<file path="config.mk">
export PLATFORM = sky130hd
export DESIGN_NAME = led_group_power_limiter
export DESIGN_NICKNAME = d
export VERILOG_FILES = /design/src/design/lgpl_pkg.sv /design/src/design/lgpl_ctrl.sv /design/src/design/lgpl_datapath.sv /design/src/design/led_group_power_limiter.sv
export VERILOG_INCLUDE_DIRS = /design/src /design/src/design
export SDC_FILE = /design/constraint.sdc
export NUM_CORES = 2
export LEC_CHECK = 0
export BUFFER_PORTS_ARGS = -buffer_cell sky130_fd_sc_hd__clkbuf_2
export CAP_MARGIN = 40
export CORE_UTILIZATION = 64
export DETAILED_ROUTE_END_ITERATION = 7
export PLACE_DENSITY = 0.88
export SYNTH_ARGS = -nofsm -noshare
export SYNTH_HDL_FRONTEND = slang
export SYNTH_SLANG_ARGS = --single-unit
</file>
<file path="constraint.sdc">
create_clock -name clk -period 10.2 [get_ports clk]
set_input_delay 1.53 -clock clk [delete_from_list [all_inputs] [get_ports clk]]
set_output_delay 1.53 -clock clk [all_outputs]
set_load 0.05 [all_outputs]
</file>
<file path="src/design/led_group_power_limiter_defines.svh">
// Assertion macros for the LED group power limiter.
`ifndef LED_GROUP_POWER_LIMITER_DEFINES_SVH
`define LED_GROUP_POWER_LIMITER_DEFINES_SVH

`ifndef SYNTHESIS
// Check a condition in the same cycle as its trigger.
`define LGPL_ASSERT_SAME(label, trig, cond) \
  label: assert property (@(posedge clk) disable iff (rst) (trig) |-> (cond)) \
    else $error("assertion failed");
// Check a condition in the cycle after its trigger.
`define LGPL_ASSERT_NEXT(label, trig, cond) \
  label: assert property (@(posedge clk) disable iff (rst) (trig) |=> (cond)) \
    else $error("assertion failed");
`else
`define LGPL_ASSERT_SAME(label, trig, cond)
`define LGPL_ASSERT_NEXT(label, trig, cond)
`endif

`endif

</file>
<file path="src/design/lgpl_pkg.sv">
`timescale 1ns / 1ps
package lgpl_pkg;

  localparam int MAX_GROUPS  = 256;
  localparam int GROUP_SHIFT = 8;
  localparam int TOTAL_SHIFT = 8;
  localparam int POWER_BITS  = 24;

  localparam int LIMIT_W = 24;
  localparam int WORD_W  = 32;
  localparam int IDX_W   = 8;
  localparam int SCALE_W = 16;
  localparam int CNT_W   = 4;
  localparam int PROD_W  = WORD_W + SCALE_W;

  localparam logic [SCALE_W-1:0] GROUP_UNITY = SCALE_W'(1 << GROUP_SHIFT);
  localparam logic [SCALE_W-1:0] TOTAL_UNITY = SCALE_W'(1 << TOTAL_SHIFT);
  localparam logic [CNT_W-1:0]   GROUP_LAST_STEP = CNT_W'(GROUP_SHIFT - 1);
  localparam logic [CNT_W-1:0]   TOTAL_LAST_STEP = CNT_W'(TOTAL_SHIFT - 1);
  localparam logic [IDX_W-1:0]   LAST_GROUP_IDX  = IDX_W'(MAX_GROUPS - 1);

  // Configuration register indexes
  localparam logic REG_GROUP_CAP = 1'b0;
  localparam logic REG_FRAME_CAP = 1'b1;

  // Result kinds
  localparam logic KIND_GROUP = 1'b0;
  localparam logic KIND_TOTAL = 1'b1;

  typedef enum logic [2:0] {
    ST_IDLE,
    ST_CHECK,
    ST_DIVIDE,
    ST_MULTIPLY,
    ST_EMIT
  } lgpl_state_t;

  typedef struct packed {
    logic load_item;
    logic start_div;
    logic set_unity;
    logic div_step;
    logic mul;
    logic emit;
  } lgpl_cmd_t;

  typedef struct packed {
    logic need_div;
    logic div_done;
    logic out_free;
    logic is_total;
    logic last;
  } lgpl_status_t;

endpackage

</file>
<file path="src/design/lgpl_ctrl.sv">
`timescale 1ns / 1ps
module lgpl_ctrl import lgpl_pkg::*; (
  input  logic         clk,
  input  logic         rst,
  input  logic         in_valid,
  output logic         in_ready,
  input  lgpl_status_t status,
  output lgpl_cmd_t    cmd
);

  lgpl_state_t state, state_next;

  // State register
  always_ff @(posedge clk) begin
    if (rst) begin
      state <= ST_IDLE;
    end else begin
      state <= state_next;
    end
  end

  // Next state and datapath commands
  always_comb begin
    state_next = state;
    cmd        = '0;
    in_ready   = 1'b0;
    case (state)
      ST_IDLE: begin
        in_ready = 1'b1;
        if (in_valid) begin
          cmd.load_item = 1'b1;
          state_next    = ST_CHECK;
        end
      end
      ST_CHECK: begin
        if (status.need_div) begin
          cmd.start_div = 1'b1;
          state_next    = ST_DIVIDE;
        end else begin
          cmd.set_unity = 1'b1;
          state_next    = ST_MULTIPLY;
        end
      end
      ST_DIVIDE: begin
        cmd.div_step = 1'b1;
        if (status.div_done) begin
          state_next = ST_MULTIPLY;
        end
      end
      ST_MULTIPLY: begin
        cmd.mul    = 1'b1;
        state_next = ST_EMIT;
      end
      ST_EMIT: begin
        // Hold until the output register can take the result
        if (status.out_free) begin
          cmd.emit = 1'b1;
          if (!status.is_total && status.last) begin
            state_next = ST_CHECK;
          end else begin
            state_next = ST_IDLE;
          end
        end
      end
      default: begin
        state_next = ST_IDLE;
      end
    endcase
  end

endmodule

</file>
<file path="src/design/lgpl_datapath.sv">
`timescale 1ns / 1ps
module lgpl_datapath import lgpl_pkg::*; (
  input  logic               clk,
  input  logic               rst,
  input  logic               cfg_we,
  input  logic               cfg_index,
  input  logic [LIMIT_W-1:0] cfg_wdata,
  input  logic [LIMIT_W-1:0] group_sum,
  input  logic               last_group,
  input  lgpl_cmd_t          cmd,
  output lgpl_status_t       status,
  output logic               out_valid,
  input  logic               out_ready,
  output logic               result_kind,
  output logic [IDX_W-1:0]   group_index,
  output logic [WORD_W-1:0]  power_in,
  output logic [SCALE_W-1:0] scale_factor,
  output logic [WORD_W-1:0]  power_out,
  output logic               last_result
);

  logic [LIMIT_W-1:0] group_cap;
  logic [LIMIT_W-1:0] frame_cap;
  logic [WORD_W-1:0]  total_sum;
  logic [IDX_W-1:0]   group_counter;
  logic               is_total;
  logic               last;
  logic [LIMIT_W-1:0] power;
  logic [WORD_W-1:0]  rem;
  logic [SCALE_W-1:0] quot;
  logic [CNT_W-1:0]   step;
  logic [PROD_W-1:0]  prod;

  logic [WORD_W-1:0]  op;
  logic [LIMIT_W-1:0] limit_sel;
  logic [WORD_W:0]    rem_sh;
  logic [WORD_W:0]    rem_diff;
  logic               fits;
  logic [WORD_W-1:0]  scaled;
  logic [WORD_W:0]    sum_wide;
  logic [WORD_W-1:0]  sum_sat;

  // Operand and limit for the phase in progress
  assign op        = is_total ? total_sum : WORD_W'(power);
  assign limit_sel = is_total ? frame_cap : group_cap;

  // One restoring division step; the low dividend bits are zero
  assign rem_sh   = {rem, 1'b0};
  assign rem_diff = rem_sh - {1'b0, op};
  assign fits     = (rem_sh >= {1'b0, op});

  assign scaled   = is_total ? prod[TOTAL_SHIFT +: WORD_W] : prod[GROUP_SHIFT +: WORD_W];
  assign sum_wide = {1'b0, total_sum} + {1'b0, scaled};
  assign sum_sat  = sum_wide[WORD_W] ? '1 : sum_wide[WORD_W-1:0];

  assign status.need_div = (limit_sel != '0) && (op > WORD_W'(limit_sel));
  assign status.div_done = is_total ? (step == TOTAL_LAST_STEP) : (step == GROUP_LAST_STEP);
  assign status.out_free = !out_valid || out_ready;
  assign status.is_total = is_total;
  assign status.last     = last;

  // Configuration registers
  always_ff @(posedge clk) begin
    if (rst) begin
      group_cap <= '0;
      frame_cap <= '0;
    end else if (cfg_we) begin
      case (cfg_index)
        REG_GROUP_CAP: group_cap <= cfg_wdata;
        REG_FRAME_CAP: frame_cap <= cfg_wdata;
        default: ;
      endcase
    end
  end

  // Capture the request
  always_ff @(posedge clk) begin
    if (cmd.load_item) begin
      power <= group_sum & LIMIT_W'((64'd1 << POWER_BITS) - 64'd1);
      last  <= last_group;
    end
  end

  // Divider and multiplier
  always_ff @(posedge clk) begin
    if (cmd.start_div) begin
      rem  <= WORD_W'(limit_sel);
      quot <= '0;
      step <= '0;
    end else if (cmd.set_unity) begin
      quot <= is_total ? TOTAL_UNITY : GROUP_UNITY;
    end else if (cmd.div_step) begin
      rem  <= fits ? rem_diff[WORD_W-1:0] : rem_sh[WORD_W-1:0];
      quot <= {quot[SCALE_W-2:0], fits};
      step <= step + 1'b1;
    end
    if (cmd.mul) begin
      prod <= op * quot;
    end
  end

  // Frame state: running sum, group counter and phase
  always_ff @(posedge clk) begin
    if (rst) begin
      total_sum     <= '0;
      group_counter <= '0;
      is_total      <= 1'b0;
    end else if (cmd.emit) begin
      if (is_total) begin
        total_sum     <= '0;
        group_counter <= '0;
        is_total      <= 1'b0;
      end else begin
        total_sum <= sum_sat;
        if (last) begin
          is_total <= 1'b1;
        end else if (group_counter == LAST_GROUP_IDX) begin
          group_counter <= '0;
        end else begin
          group_counter <= group_counter + 1'b1;
        end
      end
    end
  end

  // Output register
  always_ff @(posedge clk) begin
    if (rst) begin
      out_valid <= 1'b0;
    end else if (cmd.emit) begin
      out_valid <= 1'b1;
    end else if (out_ready) begin
      out_valid <= 1'b0;
    end
  end

  always_ff @(posedge clk) begin
    if (cmd.emit) begin
      result_kind  <= is_total ? KIND_TOTAL : KIND_GROUP;
      group_index  <= group_counter;
      power_in     <= op;
      scale_factor <= quot;
      power_out    <= scaled;
      last_result  <= is_total || !last;
    end
  end

endmodule

</file>
<file path="src/design/led_group_power_limiter.sv">
`timescale 1ns / 1ps
// An accepted request is captured and checked against its limit. Only when the limit is
// exceeded does the restoring divider run, one bit a cycle; the result is then multiplied.
// It is held until the output register is free. A last group adds a total result by the same steps.
// A new request is taken only after the previous one, and any total result, has been emitted.
// Reset (rst, synchronous): clears limits, running sum, group counter and output valid.
`include "led_group_power_limiter_defines.svh"
module led_group_power_limiter import lgpl_pkg::*; (
  input  logic               clk,
  input  logic               rst,
  input  logic               cfg_we,
  input  logic               cfg_index,
  input  logic [LIMIT_W-1:0] cfg_wdata,
  input  logic               in_valid,
  output logic               in_ready,
  input  logic [LIMIT_W-1:0] group_sum,
  input  logic               last_group,
  output logic               out_valid,
  input  logic               out_ready,
  output logic               result_kind,
  output logic [IDX_W-1:0]   group_index,
  output logic [WORD_W-1:0]  power_in,
  output logic [SCALE_W-1:0] scale_factor,
  output logic [WORD_W-1:0]  power_out,
  output logic               last_result
);

  lgpl_cmd_t    cmd;
  lgpl_status_t status;

  lgpl_ctrl u_ctrl (
    .clk      (clk),
    .rst      (rst),
    .in_valid (in_valid),
    .in_ready (in_ready),
    .status   (status),
    .cmd      (cmd)
  );

  lgpl_datapath u_datapath (
    .clk          (clk),
    .rst          (rst),
    .cfg_we       (cfg_we),
    .cfg_index    (cfg_index),
    .cfg_wdata    (cfg_wdata),
    .group_sum    (group_sum),
    .last_group   (last_group),
    .cmd          (cmd),
    .status       (status),
    .out_valid    (out_valid),
    .out_ready    (out_ready),
    .result_kind  (result_kind),
    .group_index  (group_index),
    .power_in     (power_in),
    .scale_factor (scale_factor),
    .power_out    (power_out),
    .last_result  (last_result)
  );

  // One request in flight at a time
  `LGPL_ASSERT_NEXT(a_one_request, in_valid && in_ready, !in_ready)
  // A total result always closes the request
  `LGPL_ASSERT_SAME(a_total_last, out_valid && result_kind, last_result)
  // Scaling never raises power
  `LGPL_ASSERT_SAME(a_no_gain, out_valid, power_out <= power_in)
  // Group multiplier never exceeds unity
  `LGPL_ASSERT_SAME(a_group_scale, out_valid && !result_kind, scale_factor <= GROUP_UNITY)

endmodule
</file>
### After elaboration in Yosys (flattened, before gate mapping)

Cells that the tools add are included.

* input bits: 55
* logic and storage cells: 94
* bits in registers: 300

* multipliers: 1
* bitwise gates (word level): 2
* $add $sub $neg: 4
* order comparisons: 2
* reductions and logical operators: 19
* equality and inequality tests: 11
* multiplexer cells: 34

Operators with widths (count)
* 32-bit 2-to-1 mux: 4
* 24-bit 2-to-1 mux: 4
* 32-bit by 16-bit multiplier with 40-bit output: 1
* 32-bit by 32-bit adder with 33-bit output: 1
* 33-bit by 32-bit >= comparator with 1-bit output: 1
* 32-bit by 24-bit > comparator with 1-bit output: 1
* 32-bit subtractor: 1
* 8-bit 2-to-1 mux: 3
* 24-bit nonzero test: 1
* 9-bit 2-to-1 mux: 2
* 1-bit 2-to-1 mux: 16
* 3-bit one-hot mux with 5 select lines: 1
* 2-bit AND reduction: 5
* 3-bit 2-to-1 mux: 3
* 8-bit by 1-bit adder with 8-bit output, second input constant: 1
* 8-bit == test, second input constant: 1
* 3-bit by 2-bit == test with 1-bit output, second input constant: 2
* 2-bit inequality test, second input constant: 3
* 2-bit nonzero test: 3
* 4-bit by 1-bit adder with 4-bit output, second input constant: 1
* 4-bit by 3-bit == test with 1-bit output, second input constant: 1
* 2-bit by 1-bit inequality test with 1-bit output, second input constant: 2
* 3-bit by 1-bit == test with 1-bit output, second input constant: 1
* 3-bit == test, second input constant: 1
* other kinds (8): 13

### Depth between registers and ports, before layout

* word-level depth: 7
* gate-level depth with buffers: 30
* depth with buffers taken out: 26

### Modules after synthesis

From an unflattened synthesis, not the netlist that was laid out.

* cells, all modules: 3011
* area total of the unflattened synthesis: 28661.2 µm²

By module, submodules not included
* lgpl_datapath: area an instance 28371.0 µm², seq. area each 7497.2 µm², cells each 2979, instances 1
* lgpl_ctrl: area an instance 290.3 µm², seq. area each 60.1 µm², cells each 32, instances 1

### Worst setup path after synthesis

No wires, ideal clock.

* kind: register -> register
* start point: reg u_datapath.is_total
* end point: reg u_datapath.prod[34] (data pin)
* data required time: 9.942 ns
* data arrival time: 7.203 ns
* setup slack: 2.740 ns
* stages on the path, launching flop included: 29
* library setup time: 0.258 ns
* cells stage by stage: dfxtp_1 > buf_6 > buf_2 > buf_2 > buf_1 > mux2_2 > buf_1 > nand2_1 > fa_1 > inv_1 > fa_1 > inv_1 > fa_1 > inv_1 > fa_1 > fa_1 > inv_1 > fa_1 > inv_1 > ha_1 > a21o_1 > a21o_1 > a21oi_1 > o21bai_1 > a21o_1 > a22o_1 > or4_1 > a31o_1 > xor2_1

* cells in the longest elaborated chain, start to end: 2

RTL lines
* start, declared: RTL line lgpl_datapath.sv:26 `logic is_total;`
* start signal, assigned: RTL line lgpl_datapath.sv:107 `is_total <= 1'b0;`
* start signal, assigned: RTL line lgpl_datapath.sv:112 `is_total <= 1'b0;`
* start signal, assigned: RTL line lgpl_datapath.sv:116 `is_total <= 1'b1;`
* 32-bit 2-to-1 mux: RTL line lgpl_datapath.sv:44 `assign op = is_total ? total_sum : WORD_W'(power);`
* named net u_datapath.op[21]: RTL line lgpl_datapath.sv:34 `logic [WORD_W-1:0] op;`
* 32-bit by 16-bit multiplier with 40-bit output: RTL line lgpl_datapath.sv:98 `prod <= op * quot;`
* end signal, assigned: RTL line lgpl_datapath.sv:98
* end, declared: RTL line lgpl_datapath.sv:32 `logic [PROD_W-1:0] prod;`

The timed path passes the listed nets, and every way through them passes these cells.
A chain may end at the register's enable or synchronous reset.

### Final worst setup path

* start point: reg u_datapath.is_total
* end point: reg u_datapath.prod[39] (data pin)

* cells in the longest elaborated chain, start to end: 2

RTL lines (RTL line)
* 32-bit 2-to-1 mux: lgpl_datapath.sv:44
* 32-bit by 16-bit multiplier with 40-bit output: lgpl_datapath.sv:98

No other way between the ends.

==> flow_metrics.py <==
metrics = {
    "routing": {
        "wl_um": 78900,
        "drt_pre_antenna_iters": 6,
        "vias": 22800,
        "drc_errors": 0,
        "drtIter0Drc": 2421,
        "wire_per_inst_um": 21.1,
        "drtAntennaViolNets": 0,
        "vias_per_cell": 6.10,
    },
    "synthesis": {
        "synth_common_cells": "nand2_1 (524), inv_1 (508), fa_1 (393), a21oi_1 (185), ha_1 (172)",
        "yosys_most_used_dff": "edfxtp_1",
        "seq_area_frac_synth": 0.263,
        "ys_async_sr_fraction": 0,
        "synth.distinct_cells": 81,
        "postSynthAreaPerCell_um2": 9.42,
        "synthCells": 3053,
        "syn_nets": 3673,
        "netlist_area_mm2": 0.0288,
        "yosysWarnings": 0,
        "yosys.area.top_type": "fa_1",
        "synth.most_common_cell": "nand2_1",
        "synth-edff-count": 171,
        "synthTopCellsByArea": "fa_1 (27%), edfxtp_1 (18%), dfxtp_1 (8.4%)",
        "synth_top_cell_area_share": 0.274,
        "ys_ff_latch": 292,
    },
    "grt": {
        "antenna_found_initial": 4,
        "grt-ovfl-total": 0,
        "grt_pass1_vias": 24100,
        "gr-usage-all-layers": 0.350,
        "grt_pass1_wl_um": 125000,
        "grt_max_degree": 62,
    },
    "cells_and_area": {
        "nNetsFinal": 3746,
        "drive_gt1_frac": 0.0907,
        "area.growth.synth_to_final_pct": 8.28,
        "design_area_mm2": 0.0311,
    },
    "clock_tree": {
        "hold_buffers": 0,
        "cts_tree": "yes",
        "clock_latency_ns": 0.59,
        "clock_path_buffers": 3,
        "cts-resized-gates": 0,
        "htree_levels": 2,
        "numCtsBuffers": 34,
        "cts_root_buf": "clkbuf_16",
        "clk_pin_slew_ns": 0.06,
        "cts.sinks": 292,
        "postCtsSetupRepairBufs": 0,
    },
    "sta": {
        "fin_worst_skew_ns": 0.0240,
        "max_freq_ghz": 0.124,
        "max_slew_margin": 0.318,
        "slew_violations": 0,
        "setup_viol": 0,
        "rsz0062_at_grt": "no",
        "tightest_slew_ns": 1.02,
        "fin_setup_tns_ns": 0,
        "finalCritPeriodShare": 0.788,
        "hold_viol": 0,
        "fin_crit_ns": 8.04,
    },
    "pwr": {
        "p_int_w": 0.00347,
        "p_sw_frac": 0.435,
        "p_sw_w": 0.00266,
        "p_leak_nw": 14.3,
        "clkPwrFrac": 0.203,
        "combPwrFrac": 0.526,
        "powerDensity_mw_per_mm2": 197,
        "peakVddDrop_uv": 152,
        "seqPwrFrac": 0.271,
    },
    "worst_setup_path": {
        "crit_chain": "mux2i_1, inv_1, and2_1, fa_1, inv_1, fa_1, inv_1, ha_1, fa_1, inv_1, fa_1, fa_1, inv_1, ha_1, nor3_1, and3_1, o21ai_2, a31oi_1, or4b_1, nand2_1, o41ai_1, o21bai_1, a21oi_1, xnor2_1",
        "endpoint_kind": "flip-flop",
        "path_buf_inv": 5,
        "cp.required_ns": 10.53,
        "critPathTopFamily": "adder cells",
        "max_stage_delay_ns": 0.80,
        "cp.arrival_ns": 8.37,
        "slowest_stage": "dfxtp_4",
        "timing.critical_path.from_type": "flip-flop",
        "crit_type": "flip-flop to flip-flop",
        "path_max_fanout": 60,
    },
    "outcome": {
        "status": "complete, no violations",
    },
    "floorplanning": {
        "die_h_um": 214,
        "fp-row-count": 77,
        "ios": 147,
        "initial_core_util": 0.649,
        "die_w_um": 214,
        "coreArea_mm2": 0.0443,
        "dieArea_mm2": 0.0458,
    },
    "run": {
        "maxCapViolations": 0,
    },
    "worst_hold_path": {
        "min_path_type": "flip-flop to flip-flop",
    },
    "placed_design": {
        "place_area_mm2": 0.0300,
        "post-dp-hpwl_um": 57700,
        "port_buffers": 146,
        "routabilityCongestion": 0.929,
    },
}
[kinds of logic (layout without fill, tap and decap cells)]
family | Yosys count | after routing | share of synthesized area
AOI/OAI and AO/OA | 433 | 433 | 0.0944
muxes | 80 | 80 | 0.0288
xor gates and xnor gates | 101 | 101 | 0.0308
other | 0 | 1 | 0
and+or+nand+nor | 933 | 933 | 0.149
buffers and inverters | 649 | 748 | 0.0857
adders and majority gates | 565 | 565 | 0.348
DFF | 292 | 292 | 0.263
[layer usage]
metal / track usage / vias to the layer above / wire [µm]
met5: 0 / - / 29
met4: 0.210 / 4 / 5020
met3: 0.0711 / 405 / 7410
met2: 0.577 / 1332 / 38100
met1: 0.425 / 11200 / 28300
li1: - / 9877 / -
[state kept, by name, summed over array words and instances (netlist names), 16 cells and up]
signal                   count
u_datapath.quot             16
u_datapath.scale_factor     16
u_datapath.power            24
u_datapath.group_cap        24
u_datapath.power_out        32
u_datapath.prod             32
u_datapath.frame_cap        24
u_datapath.power_in         32
u_datapath.total_sum        32
u_datapath.rem              32
[worst reg2reg max path: cells and delay by family (launching register included)]
| family | cells | cell delay, ns |
|---|---|---|
| DFF | 1 | 0.80 |
| xor gates and xnor gates | 1 | 0.08 |
| buffers and inverters | 5 | 0.57 |
| and+or+nand+nor | 5 | 1.34 |
| AOI/OAI and AO/OA | 5 | 1.53 |
| muxes | 1 | 0.46 |
| adders and majority gates | 7 | 3.02 |
[placed cells by master (no fill, tap or decap), types with 9 or more instances in the layout]
cell type,count
dfxtp_1,110
nor2b_1,17
xnor2_1,60
inv_1,507
clkbuf_16,34
ha_1,172
clkbuf_2,146
nand4_1,20
xor2_1,41
o211ai_1,9
and3_1,33
o21ai_0,69
o21bai_1,11
fa_1,393
nand2b_1,11
dfxtp_2,10
and2_1,154
or3_1,9
nand3_1,22
nor2_1,84
edfxtp_1,171
a21oi_1,185
mux2i_1,60
a21o_1,66
nor3_1,23
buf_4,19
nand2_1,524
a31oi_1,15
nor4_1,9
o21a_1,21
mux2_2,19
[path summary, 6_finish.rpt]
kind              slack [ns]                      from                  endpoint  cells past startpoint
setup / recovery        2.16       u_datapath.is_total       u_datapath.prod[39]                     24
hold / removal          0.45  u_datapath.group_cap[20]  u_datapath.group_cap[20]                      2
setup reg to reg        2.16       u_datapath.is_total       u_datapath.prod[39]                     24
hold reg to reg         0.45  u_datapath.group_cap[20]  u_datapath.group_cap[20]                      2
[cell type report]
cell class / count / area, µm²
multi-input cells: 2112 / 18800
clock buffers: 40 / 873
flip-flops and latches: 292 / 7570
fillers: 3157 / 13200
clock inverters: 22 / 246
repair buffers: 173 / 1030
well taps: 592 / 741
diodes: 1 / 2.50
inverters: 513 / 1930
[power by group through the flow]
stage / registers, W / logic (W) / clock network, W
floorplan: 0.00160 / 0.00240 / 0
global placement: 0.00171 / 0.00292 / 0
detailed placement: 0.00167 / 0.00314 / 0
CTS: 0.00165 / 0.00317 / 0.00126
global route: 0.00167 / 0.00359 / 0.00130
finish: 0.00166 / 0.00322 / 0.00125
[metrics by stage]
step / total power (W) / util / worst slack, ns / hold slack [ns] / cells
2_1_floorplan: 0.00400 / - / 2.74 / 0.403 / 3053
3_3_place_gp: 0.00463 / 0.674 / 2.67 / 0.443 / 3674
3_5_place_dp: 0.00481 / 0.677 / 2.40 / 0.442 / 3682
4_1_cts: 0.00608 / 0.703 / 2.40 / 0.455 / 3744
5_1_grt: 0.00656 / 0.703 / 1.90 / 0.460 / 3744
6_report: 0.00613 / 0.703 / 2.16 / 0.454 / 3745
No activity file was read; power rests on OpenSTA's default activity.
